--- config.mk ---
export PLATFORM = sky130hd
export DESIGN_NAME = viewport_clamp_to_region_unit
export DESIGN_NICKNAME = d
export VERILOG_FILES = /design/src/sv/vcr_pkg.sv /design/src/sv/viewport_clamp_to_region_unit.sv /design/src/sv/vcr_ram.sv /design/src/sv/vcr_axis.sv
export SDC_FILE = /design/constraint.sdc
export NUM_CORES = 2
export LEC_CHECK = 0
export BUFFER_PORTS_ARGS = -buffer_cell sky130_fd_sc_hd__buf_2
export CAP_MARGIN = 20
export CORE_ASPECT_RATIO = 1.4
export CORE_MARGIN = 5
export CORE_UTILIZATION = 60
export DETAILED_ROUTE_END_ITERATION = 12
export PLACE_DENSITY = 0.85
export SYNTH_ARGS = -nofsm -noshare
export SYNTH_HDL_FRONTEND = slang
export SYNTH_SLANG_ARGS = --single-unit
--- constraint.sdc ---
create_clock -name i_clk -period 16.77 [get_ports i_clk]
set_input_delay 4.1925 -clock i_clk [delete_from_list [all_inputs] [get_ports i_clk]]
set_output_delay 4.1925 -clock i_clk [all_outputs]
set_load 0.01 [all_outputs]
--- src/sv/vcr_pkg.sv ---
// Package for the viewport clamp to region unit: field widths, register indexes,
// slot and axis request types, and the span test and saturation helpers.
// Depends on nothing.
package vcr_pkg;

    localparam int REGION_SLOTS_DEF = 8;

    localparam int COORD_W = 24;
    localparam int SPAN_W  = 23;
    localparam int WIDE_W  = 27;
    localparam int IDX_W   = 3;
    localparam int CFG_IDX_W = 2;

    localparam logic [SPAN_W-1:0] HALF_WIDTH_RST = 23'd5120;
    localparam logic [SPAN_W-1:0] UPPER_SPAN_RST = 23'd3840;
    localparam logic [SPAN_W-1:0] LOWER_SPAN_RST = 23'd1920;

    localparam logic [CFG_IDX_W-1:0] CFG_HALF_WIDTH = 2'd0;
    localparam logic [CFG_IDX_W-1:0] CFG_UPPER_SPAN = 2'd1;
    localparam logic [CFG_IDX_W-1:0] CFG_LOWER_SPAN = 2'd2;

    localparam logic KIND_LOAD  = 1'b0;
    localparam logic KIND_QUERY = 1'b1;

    typedef logic signed [COORD_W-1:0] t_coord;
    typedef logic        [SPAN_W-1:0]  t_span;
    typedef logic signed [WIDE_W-1:0]  t_wide;

    typedef struct packed {
        t_coord left;
        t_coord top;
        t_span  width;
        t_span  height;
    } t_slot;

    // one axis: centre p, span [lo, lo+len), edges p-a-b and p+c-b
    typedef struct packed {
        t_coord p;
        t_coord lo;
        t_span  len;
        t_span  a;
        t_span  c;
        t_coord b;
    } t_axis_req;

    function automatic t_wide wide_s(input t_coord v);
        return WIDE_W'(v);
    endfunction

    function automatic t_wide wide_u(input t_span v);
        return $signed(WIDE_W'(v));
    endfunction

    function automatic logic holds(input t_wide lo, input t_wide len, input t_wide p);
        t_wide hi;
        hi = lo + len;
        return (p >= lo) && (p < hi);
    endfunction

    function automatic t_coord sat24(input t_wide v);
        t_wide vmax;
        t_wide vmin;
        vmax = $signed(WIDE_W'(24'sh7FFFFF));
        vmin = -vmax - t_wide'(1);
        if (v > vmax) begin
            return t_coord'(vmax);
        end else if (v < vmin) begin
            return t_coord'(vmin);
        end
        return t_coord'(v);
    endfunction

endpackage

--- src/sv/viewport_clamp_to_region_unit.sv ---
// Viewport clamp to region: slot table in a RAM, walked one slot at a time.
// Load beat: written to the table if in range, no result. Query beat: slots are read
// and tested in order until a hit (x then y axis clamped) or a miss on the last
// slot, then DONE posts the result. One item at a time, next beat taken the
// cycle after the result is posted; a waiting result holds a finished query in DONE.
// Synchronous reset clears valid bits and loads config with its reset values.
module viewport_clamp_to_region_unit #(
    parameter int REGION_SLOTS = vcr_pkg::REGION_SLOTS_DEF
) (
    input  logic                               i_clk,
    input  logic                               i_rst_n,
    input  logic                               i_cfg_we,
    input  logic [vcr_pkg::CFG_IDX_W-1:0]      i_cfg_index,
    input  logic [vcr_pkg::SPAN_W-1:0]         i_cfg_wdata,
    input  logic                               i_valid,
    output logic                               o_ready,
    input  logic                               i_kind,
    input  logic [vcr_pkg::IDX_W-1:0]          i_entry_index,
    input  logic                               i_entry_enable,
    input  logic signed [vcr_pkg::COORD_W-1:0] i_region_left,
    input  logic signed [vcr_pkg::COORD_W-1:0] i_region_top,
    input  logic [vcr_pkg::SPAN_W-1:0]         i_region_width,
    input  logic [vcr_pkg::SPAN_W-1:0]         i_region_height,
    input  logic signed [vcr_pkg::COORD_W-1:0] i_cam_x,
    input  logic signed [vcr_pkg::COORD_W-1:0] i_cam_y,
    input  logic signed [vcr_pkg::COORD_W-1:0] i_focus_offset,
    output logic                               o_valid,
    input  logic                               i_ready,
    output logic signed [vcr_pkg::COORD_W-1:0] o_x_out,
    output logic signed [vcr_pkg::COORD_W-1:0] o_y_out,
    output logic                               o_corrected,
    output logic                               o_found
);
    import vcr_pkg::*;

    localparam int AW = (REGION_SLOTS > 1) ? $clog2(REGION_SLOTS) : 1;

    localparam logic [2:0] S_IDLE = 3'd0;
    localparam logic [2:0] S_READ = 3'd1;
    localparam logic [2:0] S_TEST = 3'd2;
    localparam logic [2:0] S_XAX  = 3'd3;
    localparam logic [2:0] S_YAX  = 3'd4;
    localparam logic [2:0] S_DONE = 3'd5;

    logic [2:0]              r_state, n_state;
    logic [AW-1:0]           r_idx;
    logic [REGION_SLOTS-1:0] r_valid;
    t_span                   r_half, r_upper, r_lower;
    t_coord                  r_x, r_y, r_f, r_nx, r_ny;
    logic                    r_fire, r_found;
    t_slot                   r_slot;
    logic                    r_out_valid;
    t_coord                  r_out_x, r_out_y;
    logic                    r_out_corr, r_out_found;

    logic      w_accept, w_load, w_in_range, w_hit, w_last, w_out_free;
    logic [AW-1:0] w_waddr;
    t_slot     w_wslot, w_rslot;
    t_axis_req w_req;
    t_coord    w_axis_value;
    logic      w_axis_fired;

    assign o_ready    = (r_state == S_IDLE);
    assign w_accept   = i_valid && o_ready;
    assign w_in_range = (32'(i_entry_index) < REGION_SLOTS);
    assign w_load     = w_accept && (i_kind == KIND_LOAD) && w_in_range;
    assign w_waddr    = AW'(i_entry_index);
    assign w_wslot    = '{left: i_region_left, top: i_region_top,
                          width: i_region_width, height: i_region_height};
    assign w_last     = (r_idx == AW'(REGION_SLOTS - 1));
    assign w_out_free = !r_out_valid || i_ready;

    vcr_ram #(
        .WIDTH ($bits(t_slot)),
        .DEPTH (REGION_SLOTS)
    ) u_slots (
        .i_clk   (i_clk),
        .i_we    (w_load),
        .i_waddr (w_waddr),
        .i_wdata (w_wslot),
        .i_raddr (r_idx),
        .o_rdata (w_rslot)
    );

    assign w_hit = r_valid[r_idx]
                && holds(wide_s(w_rslot.left), wide_u(w_rslot.width), wide_s(r_x))
                && holds(wide_s(w_rslot.top), wide_u(w_rslot.height), wide_s(r_y));

    always_comb begin
        if (r_state == S_YAX) begin
            w_req = '{p: r_y, lo: r_slot.top, len: r_slot.height,
                      a: r_upper, c: r_lower, b: '0};
        end else begin
            w_req = '{p: r_x, lo: r_slot.left, len: r_slot.width,
                      a: r_half, c: r_half, b: r_f};
        end
    end

    vcr_axis u_axis (
        .i_req   (w_req),
        .o_value (w_axis_value),
        .o_fired (w_axis_fired)
    );

    always_comb begin
        n_state = r_state;
        unique case (r_state)
            S_IDLE: begin
                if (w_accept && (i_kind == KIND_QUERY)) begin
                    n_state = S_READ;
                end
            end
            S_READ: n_state = S_TEST;
            S_TEST: begin
                if (w_hit) begin
                    n_state = S_XAX;
                end else if (w_last) begin
                    n_state = S_DONE;
                end else begin
                    n_state = S_READ;
                end
            end
            S_XAX: n_state = S_YAX;
            S_YAX: n_state = S_DONE;
            S_DONE: begin
                if (w_out_free) begin
                    n_state = S_IDLE;
                end
            end
            default: n_state = S_IDLE;
        endcase
    end

    always_ff @(posedge i_clk) begin
        if (!i_rst_n) begin
            r_state     <= S_IDLE;
            r_valid     <= '0;
            r_out_valid <= 1'b0;
            r_half      <= HALF_WIDTH_RST;
            r_upper     <= UPPER_SPAN_RST;
            r_lower     <= LOWER_SPAN_RST;
        end else begin
            r_state <= n_state;
            if (w_load) begin
                r_valid[w_waddr] <= i_entry_enable;
            end
            if (i_cfg_we) begin
                unique case (i_cfg_index)
                    CFG_HALF_WIDTH: r_half  <= i_cfg_wdata;
                    CFG_UPPER_SPAN: r_upper <= i_cfg_wdata;
                    CFG_LOWER_SPAN: r_lower <= i_cfg_wdata;
                    default: ;
                endcase
            end
            if (r_state == S_DONE && w_out_free) begin
                r_out_valid <= 1'b1;
            end else if (i_ready) begin
                r_out_valid <= 1'b0;
            end
        end
    end

    // datapath, no reset
    always_ff @(posedge i_clk) begin
        unique case (r_state)
            S_IDLE: begin
                r_idx <= '0;
                r_x   <= i_cam_x;
                r_y   <= i_cam_y;
                r_f   <= i_focus_offset;
            end
            S_TEST: begin
                r_slot <= w_rslot;
                if (w_hit) begin
                    r_found <= 1'b1;
                end else begin
                    r_idx   <= r_idx + AW'(1);
                    r_found <= 1'b0;
                    r_nx    <= r_x;
                    r_ny    <= r_y;
                    r_fire  <= 1'b0;
                end
            end
            S_XAX: begin
                r_nx   <= w_axis_value;
                r_fire <= w_axis_fired;
            end
            S_YAX: begin
                r_ny   <= w_axis_value;
                r_fire <= r_fire || w_axis_fired;
            end
            S_DONE: begin
                if (w_out_free) begin
                    r_out_x     <= r_nx;
                    r_out_y     <= r_ny;
                    r_out_corr  <= r_fire;
                    r_out_found <= r_found;
                end
            end
            default: ;
        endcase
    end

    assign o_valid     = r_out_valid;
    assign o_x_out     = r_out_x;
    assign o_y_out     = r_out_y;
    assign o_corrected = r_out_corr;
    assign o_found     = r_out_found;

endmodule

--- src/sv/vcr_ram.sv ---
// Generic single-port-write, single-port-read RAM with registered read data.
// No dependencies.
module vcr_ram #(
    parameter int WIDTH = 8,
    parameter int DEPTH = 8,
    localparam int AW = (DEPTH > 1) ? $clog2(DEPTH) : 1
) (
    input  logic             i_clk,
    input  logic             i_we,
    input  logic [AW-1:0]    i_waddr,
    input  logic [WIDTH-1:0] i_wdata,
    input  logic [AW-1:0]    i_raddr,
    output logic [WIDTH-1:0] o_rdata
);

    logic [WIDTH-1:0] r_mem [DEPTH];
    logic [WIDTH-1:0] r_rdata;

    always_ff @(posedge i_clk) begin
        if (i_we) begin
            r_mem[i_waddr] <= i_wdata;
        end
        r_rdata <= r_mem[i_raddr];
    end

    assign o_rdata = r_rdata;

endmodule

--- src/sv/vcr_axis.sv ---
// One-axis edge check and clamp: low check first, high check only if it passes.
// Depends on vcr_pkg.
module vcr_axis (
    input  vcr_pkg::t_axis_req i_req,
    output vcr_pkg::t_coord    o_value,
    output logic               o_fired
);
    import vcr_pkg::*;

    t_wide w_p, w_lo, w_len, w_a, w_c, w_b;
    t_wide w_edge_lo, w_edge_hi, w_v1, w_v2;
    logic  w_in_lo, w_in_hi;

    always_comb begin
        w_p   = wide_s(i_req.p);
        w_lo  = wide_s(i_req.lo);
        w_len = wide_u(i_req.len);
        w_a   = wide_u(i_req.a);
        w_c   = wide_u(i_req.c);
        w_b   = wide_s(i_req.b);

        w_edge_lo = w_p - w_a - w_b;
        w_edge_hi = w_p + w_c - w_b;
        w_v1      = w_lo + w_a + w_b;
        w_v2      = w_lo + w_len - w_c + w_b;

        w_in_lo = holds(w_lo, w_len, w_edge_lo);
        w_in_hi = holds(w_lo, w_len, w_edge_hi);

        priority if (!w_in_lo) begin
            o_value = sat24(w_v1);
        end else if (!w_in_hi) begin
            o_value = sat24(w_v2);
        end else begin
            o_value = i_req.p;
        end
        o_fired = !w_in_lo || !w_in_hi;
    end

endmodule
==> flow_summary_export.csv <==
group,metric,value,unit
worst_setup_path,cp.required,17.19,ns
cells_and_area,layout.nets,5085,
worst_setup_path,criticalPathCategory,"reg -> reg",
sta,timing.hold.ws,0.437,ns
clock_tree,cts_max_path_buffers,3,
sta,setup-violations-final,0,
cells_and_area,area_growth,11.3,%
floorplanning,dieArea,104000,sq um
pwr,switching_power,2.59,mW
floorplanning,core_area,96800,sq um
worst_setup_path,r2r-end,"r_nx[1]",
synth,yosys_warnings,0,
synth,synthesis.nets,4799,
status,status,"finished, final reports clean",
global_route,grt_pass1_vias,38200,
sta,finalHoldViolations,0,
floorplanning,io_pins,253,
sta,max-slew-margin-rel,17.9,%
sta,finClkSkew,0.0369,ns
placement,hpwl,116,mm
sta,period_share,57.0,%
pwr,power.density,127,nW/um^2
global_route,grt-busiest-layer,"met2",
floorplanning,fp.dieW,274,um
clock_tree,worstSkewPairLatency,0.73,ns
global_route,grt_use_met1,38.9,%
worst_setup_path,critPathMaxFanout,55,
placement,gp_congestion,0.992,
cells_and_area,drive_above_1_share,18.0,%
routing,drc_errors,0,
cells_and_area,regArea,34200,sq um
routing,vias,37600,
pwr,peakVddDrop,0.108,mV
routing,drtPass1Iterations,6,
clock_tree,numCtsBuffers,106,
synth,yosys.area.top_type,"edfxtp_1",
synth,seq_area_frac_synth,58.4,%
clock_tree,cts_tree,"yes",
cells_and_area,postLayoutCellArea,65100,sq um
routing,drt_wl_total,167,mm
placement,place_ws,7.33,ns
sta,slew_viol_final,0,
worst_setup_path,slowest_stage,"nor2_2",
global_route,grt_pass1_wl,244,mm
routing,wl_per_cell,28.7,um
synth,synth_area_leaders,"edfxtp_1 (52%), ha_1 (7.8%), mux4_2 (7.3%)",
floorplanning,num_rows,135,
placement,portBuffers,252,
synth,ys_types,90,
cells_and_area,final_cell_mix,"edfxtp_1 (1021), nand2_1 (396), ha_1 (367), buf_2 (252), inv_1 (227)",
synth,netlist_instances,4135,
global_route,grt_use_met3,5.79,%
synth,synth_top_cell_area_share,52.4,%
clock_tree,clk_pin_slew,0.07,ns
cells_and_area,utilization,67.3,%
synth,synth_edf_count,1021,
synth,netlist_area,58500,sq um
flow_run,maxCapViolations,0,
sta,rsz0062_at_grt,"no",
worst_setup_path,end_kind,"register",
sta,fin_ws,7.21,ns
sta,tightest_slew,1.23,ns
clock_tree,post_cts.repair.setup_buffers,0,
worst_setup_path,cp_slowest_stage_delay,0.93,ns
cells_and_area,fillerInstances,6426,
placement,place_area,61400,sq um
worst_setup_path,setup.worst_path.end,"r_nx[1]",
worst_setup_path,r2r_cells,29,
global_route,antenna_found_initial,24,
pwr,clkPwrFrac,30.6,%
pwr,internal_power,5.70,mW
worst_setup_path,critPathArrivalTime,9.98,ns
worst_hold_path,hold_class,"reg -> reg",
pwr,combPwrFrac,27.6,%
sta,min_period,9.56,ns
synth,synthFlopType,"edfxtp_1",
synth,syn_area_per_cell,14.2,sq um
global_route,grt_max_degree,147,
sta,fmax,0.105,GHz
routing,drt_iter0_markers,4316,
worst_setup_path,r2r-start,"r_state[0]",
cells_and_area,multiInputGateArea,23100,sq um
routing,via_per_inst,6.44,
clock_tree,cts_hold_buf,0,
floorplanning,initial_utilization,60.5,%
worst_setup_path,r2r_slack,7.21,ns
routing,drtAntennaViolNets,0,
clock_tree,htree_levels,3,
global_route,overflow,0,
synth,ys_ff_latch,1196,
global_route,grt_use_total,31.7,%
clock_tree,cts_resized,0,
clock_tree,cts_root_buffer,"clkbuf_16",
synth,ys_async_sr_fraction,0,%
worst_setup_path,cp-start-kind,"register",
floorplanning,die_h,380,um
worst_setup_path,timing.critical_path.from,"r_state[0]",
clock_tree,cts_sinks,1196,
global_route,use_met2,52.3,%
pwr,seqPwrFrac,41.8,%
sta,setup_tns,0,ns
pwr,netSwitchingFraction,31.2,%
pwr,p_leak,24.6,nW
cells_and_area,layout_commonest_cell,"edfxtp_1",
-- routing by layer --
layer	up-vias	share of wire [%]
li1	16300	-
met1	18600	35
met2	2205	49
met3	479	8.7
met4	12	7.5
met5	-	0.039
-- worst min path at each step --
stage,start,to,depth (start not counted)
after global routing,r_ny[0],o_y_out[0],0
after floorplan,r_found,o_found,0
after CTS,r_ny[0],o_y_out[0],0
final,r_ny[0],o_y_out[0],0
after detailed placement,r_ny[0],o_y_out[0],0
after global placement,r_ny[0],o_y_out[0],0
-- cell type report --
| class | instances | area share (%) |
|---|---|---|
| multi-input cells | 2584 | 35.4 |
| flip-flops and latches | 1196 | 52.5 |
| clock inverters | 51 | 0.993 |
| repair buffers | 304 | 2.69 |
| inverters | 229 | 1.32 |
| clock buffers | 149 | 4.55 |
| diodes | 17 | 0.0653 |
| well taps | 1301 | 2.50 |
-- metrics by stage --
step | total power [mW] | cells
3_5_place_dp | 5.74 | 5609
2_1_floorplan | 5.03 | 4135
5_1_grt | 8.65 | 5826
4_1_cts | 8.27 | 5809
6_report | 8.29 | 5831
3_3_place_gp | 5.70 | 5609
-- sequential cells by signal, indices dropped and copies added (netlist names), 8 cells and up --
signal and flops:
r_upper 23, u_slots.r_mem 752, r_ny 24, r_slot 94
r_lower 23, r_valid 8, o_x_out 24, r_x 24
r_half 23, r_nx 24, u_slots.o_rdata 94, r_y 24
o_y_out 24, r_f 24
-- power groups by stage --
stage	combinational, mW	clock, mW	sequential [mW]
2_1_floorplan	1.59	0	3.44
3_3_place_gp	2.17	0	3.52
3_5_place_dp	2.21	0	3.52
4_1_cts	2.25	2.56	3.46
5_1_grt	2.49	2.69	3.47
6_report	2.29	2.53	3.47
-- Yosys cell counts (all sizes together), types with 50 or more instances --
library cell  count
inv             228
nor2            161
a21oi           151
ha              367
a211oi           50
edfxtp         1021
nand3            58
mux2             96
mux4            190
clkbuf           82
dfxtp           175
mux2i            59
fa               96
xor2             60
a21o            122
xnor2            80
nand2           396
a21boi           77
o21ai            99
-- critical path: cells and delay by family (launching register included) --
family                     cells  cell delay (ns)
adders and majority gates      3             1.03
AOI/OAI and AO/OA             11             2.36
DFF                            1             0.32
and+or+nand+nor               11             4.18
buffers and inverters          3             1.13
xor gates and xnor gates       1             0.17
-- cells by family (layout without fill, tap and decap cells) --
| group | Yosys count | in the layout | synth area share [%] |
|---|---|---|---|
| AND/OR/NAND/NOR | 885 | 885 | 7.03 |
| multiplexers | 345 | 345 | 10.2 |
| other | 0 | 17 | 0 |
| buffers and inverters | 355 | 733 | 2.32 |
| AO/OA/AOI/OAI | 751 | 751 | 8.85 |
| XOR/XNOR | 140 | 140 | 2.10 |
| flip-flops | 1196 | 1196 | 58.4 |
| adder cells (fa/ha/maj) | 463 | 463 | 11.1 |
Power figures use the tool's default switching activity.
